**src/rtl/core/yuv2rgb_to_rgb_converter.sv**
```systemverilog
// ----------------------------------------------------------------------------
// YUYV to RGB converter file index
// Holds no logic; the top level lives in yuyv_to_rgb_converter.sv.
// ----------------------------------------------------------------------------
`default_nettype none

`default_nettype wire

```
**src/rtl/core/yuv2rgb_pkg.sv**
```systemverilog
// ----------------------------------------------------------------------------
// YUYV to RGB package
// Shared constants, types and the channel saturation function of the
// 4:2:2 to RGB888 converter.
// ----------------------------------------------------------------------------
`default_nettype none

package yuv2rgb_pkg;

    // Fixed-point format and chroma offset.
    localparam int FRAC_BITS     = 10;
    localparam int CHROMA_OFFSET = 127;

    // Q10 colour-space coefficients.
    localparam int COEF_RV = 1436;
    localparam int COEF_GU = 352;
    localparam int COEF_GV = 731;
    localparam int COEF_BU = 1927;

    // Width of one chroma term and of one full channel sum.
    localparam int TERM_W = 19;
    localparam int SUM_W  = 20;

    // Chroma contributions shared by both pixels of a pair.
    typedef struct packed {
        logic signed [TERM_W-1:0] red;
        logic signed [TERM_W-1:0] green;
        logic signed [TERM_W-1:0] blue;
    } t_chroma;

    // One RGB888 pixel.
    typedef struct packed {
        logic [7:0] red;
        logic [7:0] green;
        logic [7:0] blue;
    } t_rgb;

    // Floor-shift a Q10 sum and clamp the result to 0..255.
    function automatic logic [7:0] saturate(input logic signed [SUM_W-1:0] sum);
        logic [7:0] result;
        if (sum[SUM_W-1]) begin
            result = 8'd0;
        end else if (sum[SUM_W-2]) begin
            result = 8'hFF;
        end else begin
            result = sum[FRAC_BITS+7:FRAC_BITS];
        end
        return result;
    endfunction

endpackage

`default_nettype wire

```
**src/rtl/core/yuv2rgb_chroma.sv**
```systemverilog
// ----------------------------------------------------------------------------
// YUYV to RGB chroma terms
// Removes the chroma offset and forms the three Q10 chroma products that
// both pixel lanes share.
// ----------------------------------------------------------------------------
`default_nettype none

module yuv2rgb_chroma (
    input  wire logic [7:0]           i_chroma_blue,
    input  wire logic [7:0]           i_chroma_red,
    output yuv2rgb_pkg::t_chroma      o_terms
);

    logic signed [8:0]                       w_du;
    logic signed [8:0]                       w_dv;
    logic signed [yuv2rgb_pkg::TERM_W-1:0]   w_du_ext;
    logic signed [yuv2rgb_pkg::TERM_W-1:0]   w_dv_ext;

    // Offset-free chroma differences, range -127 to 128.
    assign w_du = $signed({1'b0, i_chroma_blue}) - 9'(yuv2rgb_pkg::CHROMA_OFFSET);
    assign w_dv = $signed({1'b0, i_chroma_red}) - 9'(yuv2rgb_pkg::CHROMA_OFFSET);

    assign w_du_ext = yuv2rgb_pkg::TERM_W'(w_du);
    assign w_dv_ext = yuv2rgb_pkg::TERM_W'(w_dv);

    // Constant-coefficient products; the green term combines both differences.
    assign o_terms.red   = w_dv_ext
                           * yuv2rgb_pkg::TERM_W'(signed'(yuv2rgb_pkg::COEF_RV));
    assign o_terms.green = -(w_du_ext
                           * yuv2rgb_pkg::TERM_W'(signed'(yuv2rgb_pkg::COEF_GU)))
                           - (w_dv_ext
                           * yuv2rgb_pkg::TERM_W'(signed'(yuv2rgb_pkg::COEF_GV)));
    assign o_terms.blue  = w_du_ext
                           * yuv2rgb_pkg::TERM_W'(signed'(yuv2rgb_pkg::COEF_BU));

endmodule

`default_nettype wire

```
**src/rtl/core/yuv2rgb_lane.sv**
```systemverilog
// ----------------------------------------------------------------------------
// YUYV to RGB pixel lane
// Adds the scaled luma of one pixel to the shared chroma terms and
// saturates each channel.
// ----------------------------------------------------------------------------
`default_nettype none

module yuv2rgb_lane (
    input  wire logic [7:0]            i_luma,
    input  wire yuv2rgb_pkg::t_chroma  i_terms,
    output yuv2rgb_pkg::t_rgb          o_pixel
);

    logic signed [yuv2rgb_pkg::SUM_W-1:0] w_base;
    logic signed [yuv2rgb_pkg::SUM_W-1:0] w_sum_red;
    logic signed [yuv2rgb_pkg::SUM_W-1:0] w_sum_green;
    logic signed [yuv2rgb_pkg::SUM_W-1:0] w_sum_blue;

    // Luma in Q10, never negative.
    assign w_base = $signed({2'b00, i_luma, 10'b0});

    // Per-channel Q10 sums.
    assign w_sum_red   = w_base + yuv2rgb_pkg::SUM_W'(i_terms.red);
    assign w_sum_green = w_base + yuv2rgb_pkg::SUM_W'(i_terms.green);
    assign w_sum_blue  = w_base + yuv2rgb_pkg::SUM_W'(i_terms.blue);

    // Clamp to the 8-bit range.
    assign o_pixel.red   = yuv2rgb_pkg::saturate(w_sum_red);
    assign o_pixel.green = yuv2rgb_pkg::saturate(w_sum_green);
    assign o_pixel.blue  = yuv2rgb_pkg::saturate(w_sum_blue);

endmodule

`default_nettype wire

```
**src/rtl/core/yuyv_to_rgb_converter.sv**
```systemverilog
// ----------------------------------------------------------------------------
// YUYV 4:2:2 to RGB888 converter
// Converts one packed pixel pair (Y0, U, Y1, V) into two RGB888 pixels.
// ----------------------------------------------------------------------------
// Usage:
//   The input channel carries one pixel pair per transaction, with a
//   frame-end flag that is passed through untouched. The output channel
//   returns exactly one transaction per input, holding both RGB pixels.
//   Both channels use valid and stall; a transaction completes on a clock
//   edge where valid is high and stall is low.
// Pipeline and throughput:
//   Each input is taken into a register stage after the chroma products,
//   and its result into an output register after the two pixel lanes. One
//   pixel pair is accepted every cycle while the output is not stalled,
//   so the sustained rate is one pair per clock.
// Reset:
//   A synchronous, active-low reset empties both stages; no data is kept.
// Stall:
//   When the receiver stalls, the output holds its result. The pipeline
//   keeps taking new pairs until both stages are full, after which the
//   input stall is raised in the same cycle.
// ----------------------------------------------------------------------------
`default_nettype none

module yuyv_to_rgb_converter (
    input  wire logic       i_clk,
    input  wire logic       i_rst_n,
    // Input channel
    input  wire logic       i_valid,
    output logic            o_stall,
    input  wire logic [7:0] i_luma_first,
    input  wire logic [7:0] i_chroma_blue,
    input  wire logic [7:0] i_luma_second,
    input  wire logic [7:0] i_chroma_red,
    input  wire logic       i_frame_end_in,
    // Output channel
    output logic            o_valid,
    input  wire logic       i_stall,
    output logic [7:0]      o_red_first,
    output logic [7:0]      o_green_first,
    output logic [7:0]      o_blue_first,
    output logic [7:0]      o_red_second,
    output logic [7:0]      o_green_second,
    output logic [7:0]      o_blue_second,
    output logic            o_frame_end_out
);

    yuv2rgb_pkg::t_chroma w_terms;
    yuv2rgb_pkg::t_rgb    w_pixel_first;
    yuv2rgb_pkg::t_rgb    w_pixel_second;

    // Stage one registers
    logic                 r_mid_valid;
    yuv2rgb_pkg::t_chroma r_terms;
    logic [7:0]           r_luma_first;
    logic [7:0]           r_luma_second;
    logic                 r_mid_frame_end;

    // Output registers
    logic                 r_out_valid;
    yuv2rgb_pkg::t_rgb    r_pixel_first;
    yuv2rgb_pkg::t_rgb    r_pixel_second;
    logic                 r_out_frame_end;

    logic                 w_out_load;
    logic                 w_mid_load;

    // Stage advance: a stage loads when it is empty or its content moves on.
    assign w_out_load = !r_out_valid || !i_stall;
    assign w_mid_load = !r_mid_valid || w_out_load;
    assign o_stall    = !w_mid_load;

    // Shared chroma products.
    yuv2rgb_chroma u_chroma (
        .i_chroma_blue (i_chroma_blue),
        .i_chroma_red  (i_chroma_red),
        .o_terms       (w_terms)
    );

    // Stage one valid flag.
    always_ff @(posedge i_clk) begin
        if (!i_rst_n) begin
            r_mid_valid <= 1'b0;
        end else if (w_mid_load) begin
            r_mid_valid <= i_valid;
        end
    end

    // Stage one payload.
    always_ff @(posedge i_clk) begin
        if (w_mid_load && i_valid) begin
            r_terms         <= w_terms;
            r_luma_first    <= i_luma_first;
            r_luma_second   <= i_luma_second;
            r_mid_frame_end <= i_frame_end_in;
        end
    end

    // One lane per pixel of the pair.
    yuv2rgb_lane u_lane_first (
        .i_luma  (r_luma_first),
        .i_terms (r_terms),
        .o_pixel (w_pixel_first)
    );

    yuv2rgb_lane u_lane_second (
        .i_luma  (r_luma_second),
        .i_terms (r_terms),
        .o_pixel (w_pixel_second)
    );

    // Output valid flag.
    always_ff @(posedge i_clk) begin
        if (!i_rst_n) begin
            r_out_valid <= 1'b0;
        end else if (w_out_load) begin
            r_out_valid <= r_mid_valid;
        end
    end

    // Merge both lanes and the frame-end flag into the output register.
    always_ff @(posedge i_clk) begin
        if (w_out_load && r_mid_valid) begin
            r_pixel_first   <= w_pixel_first;
            r_pixel_second  <= w_pixel_second;
            r_out_frame_end <= r_mid_frame_end;
        end
    end

    assign o_valid         = r_out_valid;
    assign o_red_first     = r_pixel_first.red;
    assign o_green_first   = r_pixel_first.green;
    assign o_blue_first    = r_pixel_first.blue;
    assign o_red_second    = r_pixel_second.red;
    assign o_green_second  = r_pixel_second.green;
    assign o_blue_second   = r_pixel_second.blue;
    assign o_frame_end_out = r_out_frame_end;

endmodule

`default_nettype wire

```
**config.mk**
```make
export PLATFORM = sky130hd
export DESIGN_NAME = yuyv_to_rgb_converter
export DESIGN_NICKNAME = d
export VERILOG_FILES = /design/src/rtl/core/yuv2rgb_to_rgb_converter.sv /design/src/rtl/core/yuv2rgb_pkg.sv /design/src/rtl/core/yuv2rgb_chroma.sv /design/src/rtl/core/yuv2rgb_lane.sv /design/src/rtl/core/yuyv_to_rgb_converter.sv
export SDC_FILE = /design/constraint.sdc
export NUM_CORES = 1
export LEC_CHECK = 0
export ABC_AREA = 1
export BUFFER_PORTS_ARGS = -buffer_cell sky130_fd_sc_hd__buf_2
export CORE_MARGIN = 1
export CORE_UTILIZATION = 45
export CTS_CLUSTER_SIZE = 10
export DETAILED_ROUTE_END_ITERATION = 10
export PLACE_DENSITY = 0.66
export SYNTH_ARGS = -nofsm -noshare
export SYNTH_HDL_FRONTEND = slang
export SYNTH_SLANG_ARGS = --single-unit
```
**constraint.sdc**
```tcl
create_clock -name i_clk -period 10.7 [get_ports i_clk]
set_input_delay 2.14 -clock i_clk [delete_from_list [all_inputs] [get_ports i_clk]]
set_output_delay 2.14 -clock i_clk [all_outputs]
set_load 0.01 [all_outputs]
```
---- Word level (Yosys, flattened, before mapping) ----
Index checks and enable logic that the tools add are counted.
storage, ports and cells
  flip-flop bits (word level) ............. 123
  output and inout bits ................... 51
  word-level logic and storage cells ...... 43
cells by class
  multiply operators ...................... 4
  $add $sub $neg .......................... 10
  reductions and logical operators ........ 8
  muxes and demuxes ....................... 6
operators by type and width
  operator                                             number
  adder 19 x 19 -> 20 bit                              6
  two-way mux 8 bit                                    6
  multiplier 9 x 11 -> 19 bit (second input constant)  1
  multiplier 9 x 12 -> 19 bit (second input constant)  1
  negator 19 bit                                       1
  subtractor 19 bit                                    1
  subtractor 8 x 7 -> 9 bit (second input constant)    2
  multiplier 9 x 10 -> 17 bit (second input constant)  1
  multiplier 9 x 5 -> 14 bit (second input constant)   1
  zero test 1 bit                                      4
  logical AND 1 bit                                    2
  logical OR 1 bit                                     2

---- Longest topological paths before layout ----
Gate-level depths: netlist of run 1.
  word-level depth ........................ 4
  mapped depth ............................ 36
  depth with buffers taken out ............ 36

---- Modules after synthesis ----
Synthesis of run 1 repeated with hierarchy kept, for this count alone.
second synthesis, totals
  cell total of the unflattened synthesis .. 1649
  area, all modules ....................... 14262.4 um^2
by module, submodules not included
  module                 sequential area each (um^2)  instances  area an instance (um^2)  cells an instance
  yuv2rgb_chroma         0.0                          1          7203.2                   907
  yuyv_to_rgb_converter  3733.6                       1          3788.6                   136
  yuv2rgb_lane           0.0                          2          1635.3                   303

---- Worst setup path after synthesis of run 1 ----
No wires, ideal clock.
  path kind ............................... input port to flip-flop
  from .................................... input i_chroma_blue[0]
  to ...................................... register r_terms[36] in the netlist's numbering, data pin
  path buffers ............................ 0
  path slack .............................. 2.329 ns
  arrival ................................. 8.113 ns
  cell stages on the path ................. 31
  cell sequence ........................... ha_1 > nand2_1 > inv_2 > nand2_1 > xnor2_1 > ha_1 > inv_1 > fa_1 > inv_1 > ha_1 > a21oi_1 > nand2_1 > a21oi_1 > o21ai_0 > xnor2_1 > inv_1 > ha_1 > fa_1 > fa_1 > inv_1 > fa_1 > inv_1 > fa_1 > inv_1 > ha_1 > a21o_1 > a21oi_1 > nor2_1 > a211oi_1 > nand2_1 > xor2_1
RTL lines
  element               line                         source
  from (decl)           yuyv_to_rgb_converter.sv:32  input wire logic [7:0] i_chroma_blue,
  to (signal assigned)  yuyv_to_rgb_converter.sv:92  r_terms <= w_terms;
  to (decl)             yuyv_to_rgb_converter.sv:54  yuv2rgb_pkg::t_chroma r_terms;

==> results of run 1 <==
critical path: cells and delay by family:
kind / cells / cell delay [ps]
adder cells (fa/ha/maj): 10 / 3900
AND/OR/NAND/NOR: 5 / 440
buffers and inverters: 8 / 560
AO/OA/AOI/OAI: 6 / 890
XOR/XNOR: 3 / 890
sequential cells by signal (all words and copies together) (netlist names):
register         count
r_luma_second        8
o_green_first        8
o_blue_first         8
r_terms             27
r_mid_frame_end      1
r_luma_first         8
o_red_first          8
o_red_second         8
o_frame_end_out      1
o_green_second       8
o_valid              1
o_blue_second        8
r_mid_valid          1
worst min path at each step:
stage,start,endpoint,slack [ps],depth (start not counted)
global route,r_mid_frame_end,o_frame_end_out,430,0
detailed placement,r_mid_frame_end,o_frame_end_out,410,0
finish,r_mid_frame_end,o_frame_end_out,420,0
global placement,r_mid_frame_end,o_frame_end_out,400,0
floorplan,r_mid_frame_end,o_frame_end_out,400,0
CTS,r_mid_frame_end,o_frame_end_out,430,0
cells in the mapped netlist (all sizes together), types with 2 or more instances:
cell type  number  share of area [%]
a211oi          4               0.24
a21boi          2               0.12
a21o            9               0.55
a21oi         110                4.5
a31o            2               0.14
a31oi           6               0.35
dfxtp           2               0.32
edfxtp         93                 23
fa             93                 15
ha            231                 23
inv           353                 11
nand2         223                7.1
nand3          41                1.7
nand3b          4               0.24
nand4          14               0.71
nor2           35                1.2
nor3            6               0.24
nor4            6               0.30
o211ai          6               0.36
o21ai          51                2.1
o21bai          5               0.42
or2             4               0.20
xnor2          31                2.2
xor2           66                5.0
layout make-up:
type / instances / area [um2]
fillers: 2551 / 13420
inverters: 353 / 1325
clock buffers: 12 / 236.5
clock inverters: 4 / 22.52
multi-input cells: 954 / 8235
well taps: 341 / 426.7
repair buffers: 89 / 450.4
flip-flops and latches: 95 / 2833
layer usage:
metal  share of wire (%)  vias up  GRT usage (%)
li1                    -     4705              -
met1                  49     4163          26.54
met2                  46      150          32.07
met3                 2.8       26          2.045
met4                 1.8        0          4.986
met5                   0        -              0
logic make-up after synthesis:
group / Yosys count / synth area share (%)
and+or+nand+nor: 333 / 11.70
adders and majority gates: 324 / 38.36
xor gates and xnor gates: 97 / 7.221
buffers and inverters: 354 / 10.76
DFF: 95 / 22.86
AOI/OAI and AO/OA: 200 / 9.099
stage by stage:
stage | hold WS [ps] | utilization, %
after global routing | 431.6 | 50.20
after CTS | 425.4 | 50.20
after floorplan | 400.3 | -
after global placement | 404.7 | 49.24
after detailed placement | 406.6 | 49.24
final | 421.7 | 50.20
placed cells by master (no fill, tap or decap), drive strengths merged, types with 14 or more instances in the layout:
| cell type | count |
|---|---|
| nor2 | 35 |
| edfxtp | 93 |
| nand3 | 41 |
| o21ai | 51 |
| xnor2 | 31 |
| fa | 93 |
| ha | 231 |
| inv | 353 |
| nand4 | 14 |
| buf | 89 |
| nand2 | 223 |
| xor2 | 66 |
| a21oi | 110 |
==> results.md, run 1 <==
* Num CTS Buffers at 9
* Max Slew Vio Count at 0
* Syn Std Cell Area at around 0.012 mm2
* Crit end category: register
* Clock tree root buffer cell: clkbuf_16
* Worst slack, placed at 1624 ps
* Worst Max-Slew Pin Slew at between 700 and 800 ps
* First drt pass iteration count at 6
* Critical path's most frequent cell: inv_1
* Pin count of the biggest net entering global routing at 50
* Post-synth cell types at 44
* Final setup violation count at 0
* Syn_nets at ~1800
* FF+latch count, synth at 95
* # IOs at slightly below 90
* GR Overflow Total at 0
* Layout cells sized above 1 at under 10%
* Sequential area share after synthesis at between 20% and 30%
* Initial antenna violation count at 0
* CTS max path bufs at 2
* Placed cell count at 1832
* Diodes inserted at 0
* Initial Util at 45.97%
* Port Buffer Count at between 80 and 90
* Area after DPL at between 0.01 and 0.015 mm2
* EDFF count, synth at 93
* Worst setup startpoint: i_chroma_blue[1]
* WL per Instance at between 10 and 15 um
* Post-Synthesis Cells at 1403
* Fin area at approximately 0.014 mm2
* Synth warn at 0
* Asr flop ratio synth at 0%
* Rel. slew slack at about half
* First-pass GRT wire length at 43.34 mm
* Final wirelength at between 20 and 30 mm
* RSZ-0062 raised after global routing: false
* WS Path Type: input pin to register
* TNS Setup at 0 ps
* Drt first-iter violations at 451
* Hold Path Class: register to register
* Worst r2r src: r_luma_second[1]
* Reg2reg path depth at 9
* Worst Setup Start Kind: input pin
* Flop2flop setup slack at 8220 ps
* Run status: finished, final reports clean
* WP data required at 10790 ps
* CTS Hold Bufs at 0
* Worst skew pair latency at 350 ps
* Max Clk Rate at about 0.11 GHz
* Clock Sinks at 95
* Layout Cells excl Fill at approximately 1800
* Final Hold Viols at 0
* Routability cong. at approximately 0.90
* Critical Path End: r_terms[36]
* Area grow syn2layout at 9.200%
* Number of global-route vias before repair at 8991
* Crit-path max cell delay at around 600 ps
* Most common flop cell mapped by yosys: edfxtp_1
* Resized Gates After CTS at 0
* Period utilization at 81.60%
* Die width at approximately 170 um
* Fin nets at roughly 1900
* DRC viols at 0
* Core ar. at ~0.027 mm2
* Vias per cell at 4.894
* Vias at around 9000
* Post-layout minimum cycle time at 8731 ps
* Crit path DAT at 8820 ps
* Worst-path fanout max at 7
* Routed Antenna Nets at 0
* HPWL after DPL at between 20 and 25 mm
* Tot GR Track Use at 19.20%
* Setup Skew at 9.182 ps
* Rows at 60
* Avg Inst Size Synth at 8.831 um2
* Post-CTS setup buffers at 0
* Die area at ~0.028 mm2
* Max stage delay cell, worst path: xnor2_1
* CTS tree: built
* R2R Path End: o_blue_second[3]
* Post-route setup slack at slightly below 2000 ps
* CTS clock-pin slew for the worst setup and hold paths at ~60 ps
* CTS H-Tree Depth at 3
* Max cap viols at 0
* Die Height at 167.9 um
Power of run 1 is not shown: default switching activity piles up to over one toggle a cycle in this logic, so the estimate is an artifact.
==> run 2: changes to the inputs <==
==> constraint.sdc (replaced) <==
create_clock -name i_clk -period 8.7 [get_ports i_clk]
set_input_delay 1.74 -clock i_clk [delete_from_list [all_inputs] [get_ports i_clk]]
set_output_delay 1.74 -clock i_clk [all_outputs]
set_load 0.01 [all_outputs]
==> results.md, run 2 (synthesis results as in run 1) <==
* Run status: finished, final reports clean
* WL per Instance at between 10 and 15 um
* GR Util met1 at 26.85%
* Worst-path fanout max at 7
* Crit-path max cell delay at roughly 540 ps
* Vias per cell at ~4.9
* Diodes inserted at 0
* Initial antenna violation count at 0
* Pin count of the biggest net entering global routing at 50
* CTS Hold Bufs at 0
* Post-layout minimum cycle time at ~7900 ps
* Top reg by flops: r_terms
* Worst Max-Slew Pin Slew at 626.9 ps
* WP buf/inv at 6
* Vias at around 9000
* Critical Path End: r_terms[36]
* Die width at ~170 um
* Drt first-iter violations at approximately 440
* Post-CTS setup buffers at 0
* Most frequent cells in the layout: inv_1 (345), ha_1 (231), nand2_1 (215)
* Period utilization at between 90% and 100%
* Layout cells sized above 1 at 9.590%
* GR Overflow Total at 0
* HPWL after DPL at approximately 23 mm
* Port Buffer Count at 87
* Die area at about 0.028 mm2
* Final wirelength at ~26 mm
* First drt pass iteration count at 5
* Flop2flop setup slack at ~6200 ps
* Tot GR Track Use at 19.49%
* Reg area at ~0.0028 mm2
* RSZ-0062 raised after global routing: false
* TNS Setup at 0 ps
* Final setup violation count at 0
* R2R Path End: o_green_second[0]
* Grt met3 use at around 1.8%
* Max Slew Vio Count at 0
* Reg2reg path depth at 9
* Fin nets at about 1900
* Max cap viols at 0
* Setup Skew at ~7.6 ps
* Routed Antenna Nets at 0
* Delay-heaviest family, CP: adder cells
* Rel. slew slack at slightly below 60%
* Post-route setup slack at 753.3 ps
* WP data required at ~8800 ps
* CTS H-Tree Depth at 3
* Max Clk Rate at ~0.13 GHz
* Number of flip-flops in the largest register at 27
* Worst slack, placed at between 300 and 400 ps
* Worst Setup Start Kind: input pin
* CTS clock-pin slew for the worst setup and hold paths at roughly 60 ps
* Top Usage Layer GRT: met2
* Crit path depth at 29
* M2 GR Usage at 32.68%
* Crit path DAT at 8040 ps
* Crit end category: register
* Area of the multi-input gates at 0.008235 mm2
* Worst r2r src: r_luma_second[1]
* Die Height at roughly 170 um
* Clock Sinks at 95
* First-pass GRT wire length at about 44 mm
* CTS max path bufs at 2
* Core ar. at roughly 0.027 mm2
* Fillers at 2542
* Resized Gates After CTS at 0
* Number of global-route vias before repair at between 9000 and 10000
* DRC viols at 0
* Num CTS Buffers at 9
* CTS tree: built
* Worst skew pair latency at roughly 340 ps
* Worst setup startpoint: i_chroma_blue[1]
* WS Path Type: input pin to register
* # IOs at 88
* Hold Path Class: register to register
* Area grow syn2layout at 9.705%
* Max stage delay cell, worst path: fa_1
* Initial Util at between 40% and 50%
* Most common cell after layout, fill and taps aside: inv_1
* Rows at 60
* Clock tree root buffer cell: clkbuf_16
* Routability cong. at slightly below 0.9
* Final Hold Viols at 0
## run 2: cell count changes in the layout (fill, tap and decap cells not counted), sizes merged
cell      delta
buf          +5
bufinv       +1
clkinvlp     -1
## run 2: cell type report
cell class / count / share of cell area (%)
timing repair buffer: 94 / 3.590
clock inverter: 4 / 0.3498
multi-input combinational: 954 / 60.59
tap: 341 / 3.139
inverter: 353 / 9.749
sequential: 95 / 20.84
clock buffer: 12 / 1.740
## run 2: worst reg2reg max path, delay by kind of cell (launching register included)
| family | cells | cell delay [ps] |
|---|---|---|
| AOI/OAI and AO/OA | 1 | 310 |
| xor gates and xnor gates | 1 | 300 |
| DFF | 1 | 510 |
| adders and majority gates | 1 | 460 |
| buffers and inverters | 2 | 270 |
| and+or+nand+nor | 4 | 380 |
## run 2: worst min-delay path by stage
stage	from	to	slack [ps]	cells past startpoint
after global routing	r_mid_frame_end	o_frame_end_out	430	0
final	r_mid_frame_end	o_frame_end_out	420	0
after detailed placement	r_mid_frame_end	o_frame_end_out	410	0
after floorplan	r_mid_frame_end	o_frame_end_out	400	0
after CTS	r_mid_frame_end	o_frame_end_out	420	0
after global placement	r_mid_frame_end	o_frame_end_out	410	0
## run 2: per-stage QoR
stage	std cells	area, um2	util (%)	hold slack [ps]
after floorplan	1403	12390	-	400.3
after global placement	1837	13310	49.38	409.1
after detailed placement	1837	13310	49.38	407.5
after CTS	1853	13590	50.43	423.5
after global routing	1853	13590	50.43	430.8
final	1853	13590	50.43	421.3
## run 2: per-layer routing
layer,share of wire (%),up-vias
met3,2.7,30
li1,-,4729
met1,50,4106
met2,46,160
met5,0,-
met4,1.9,0
Power of run 2 is left out for the same reason.
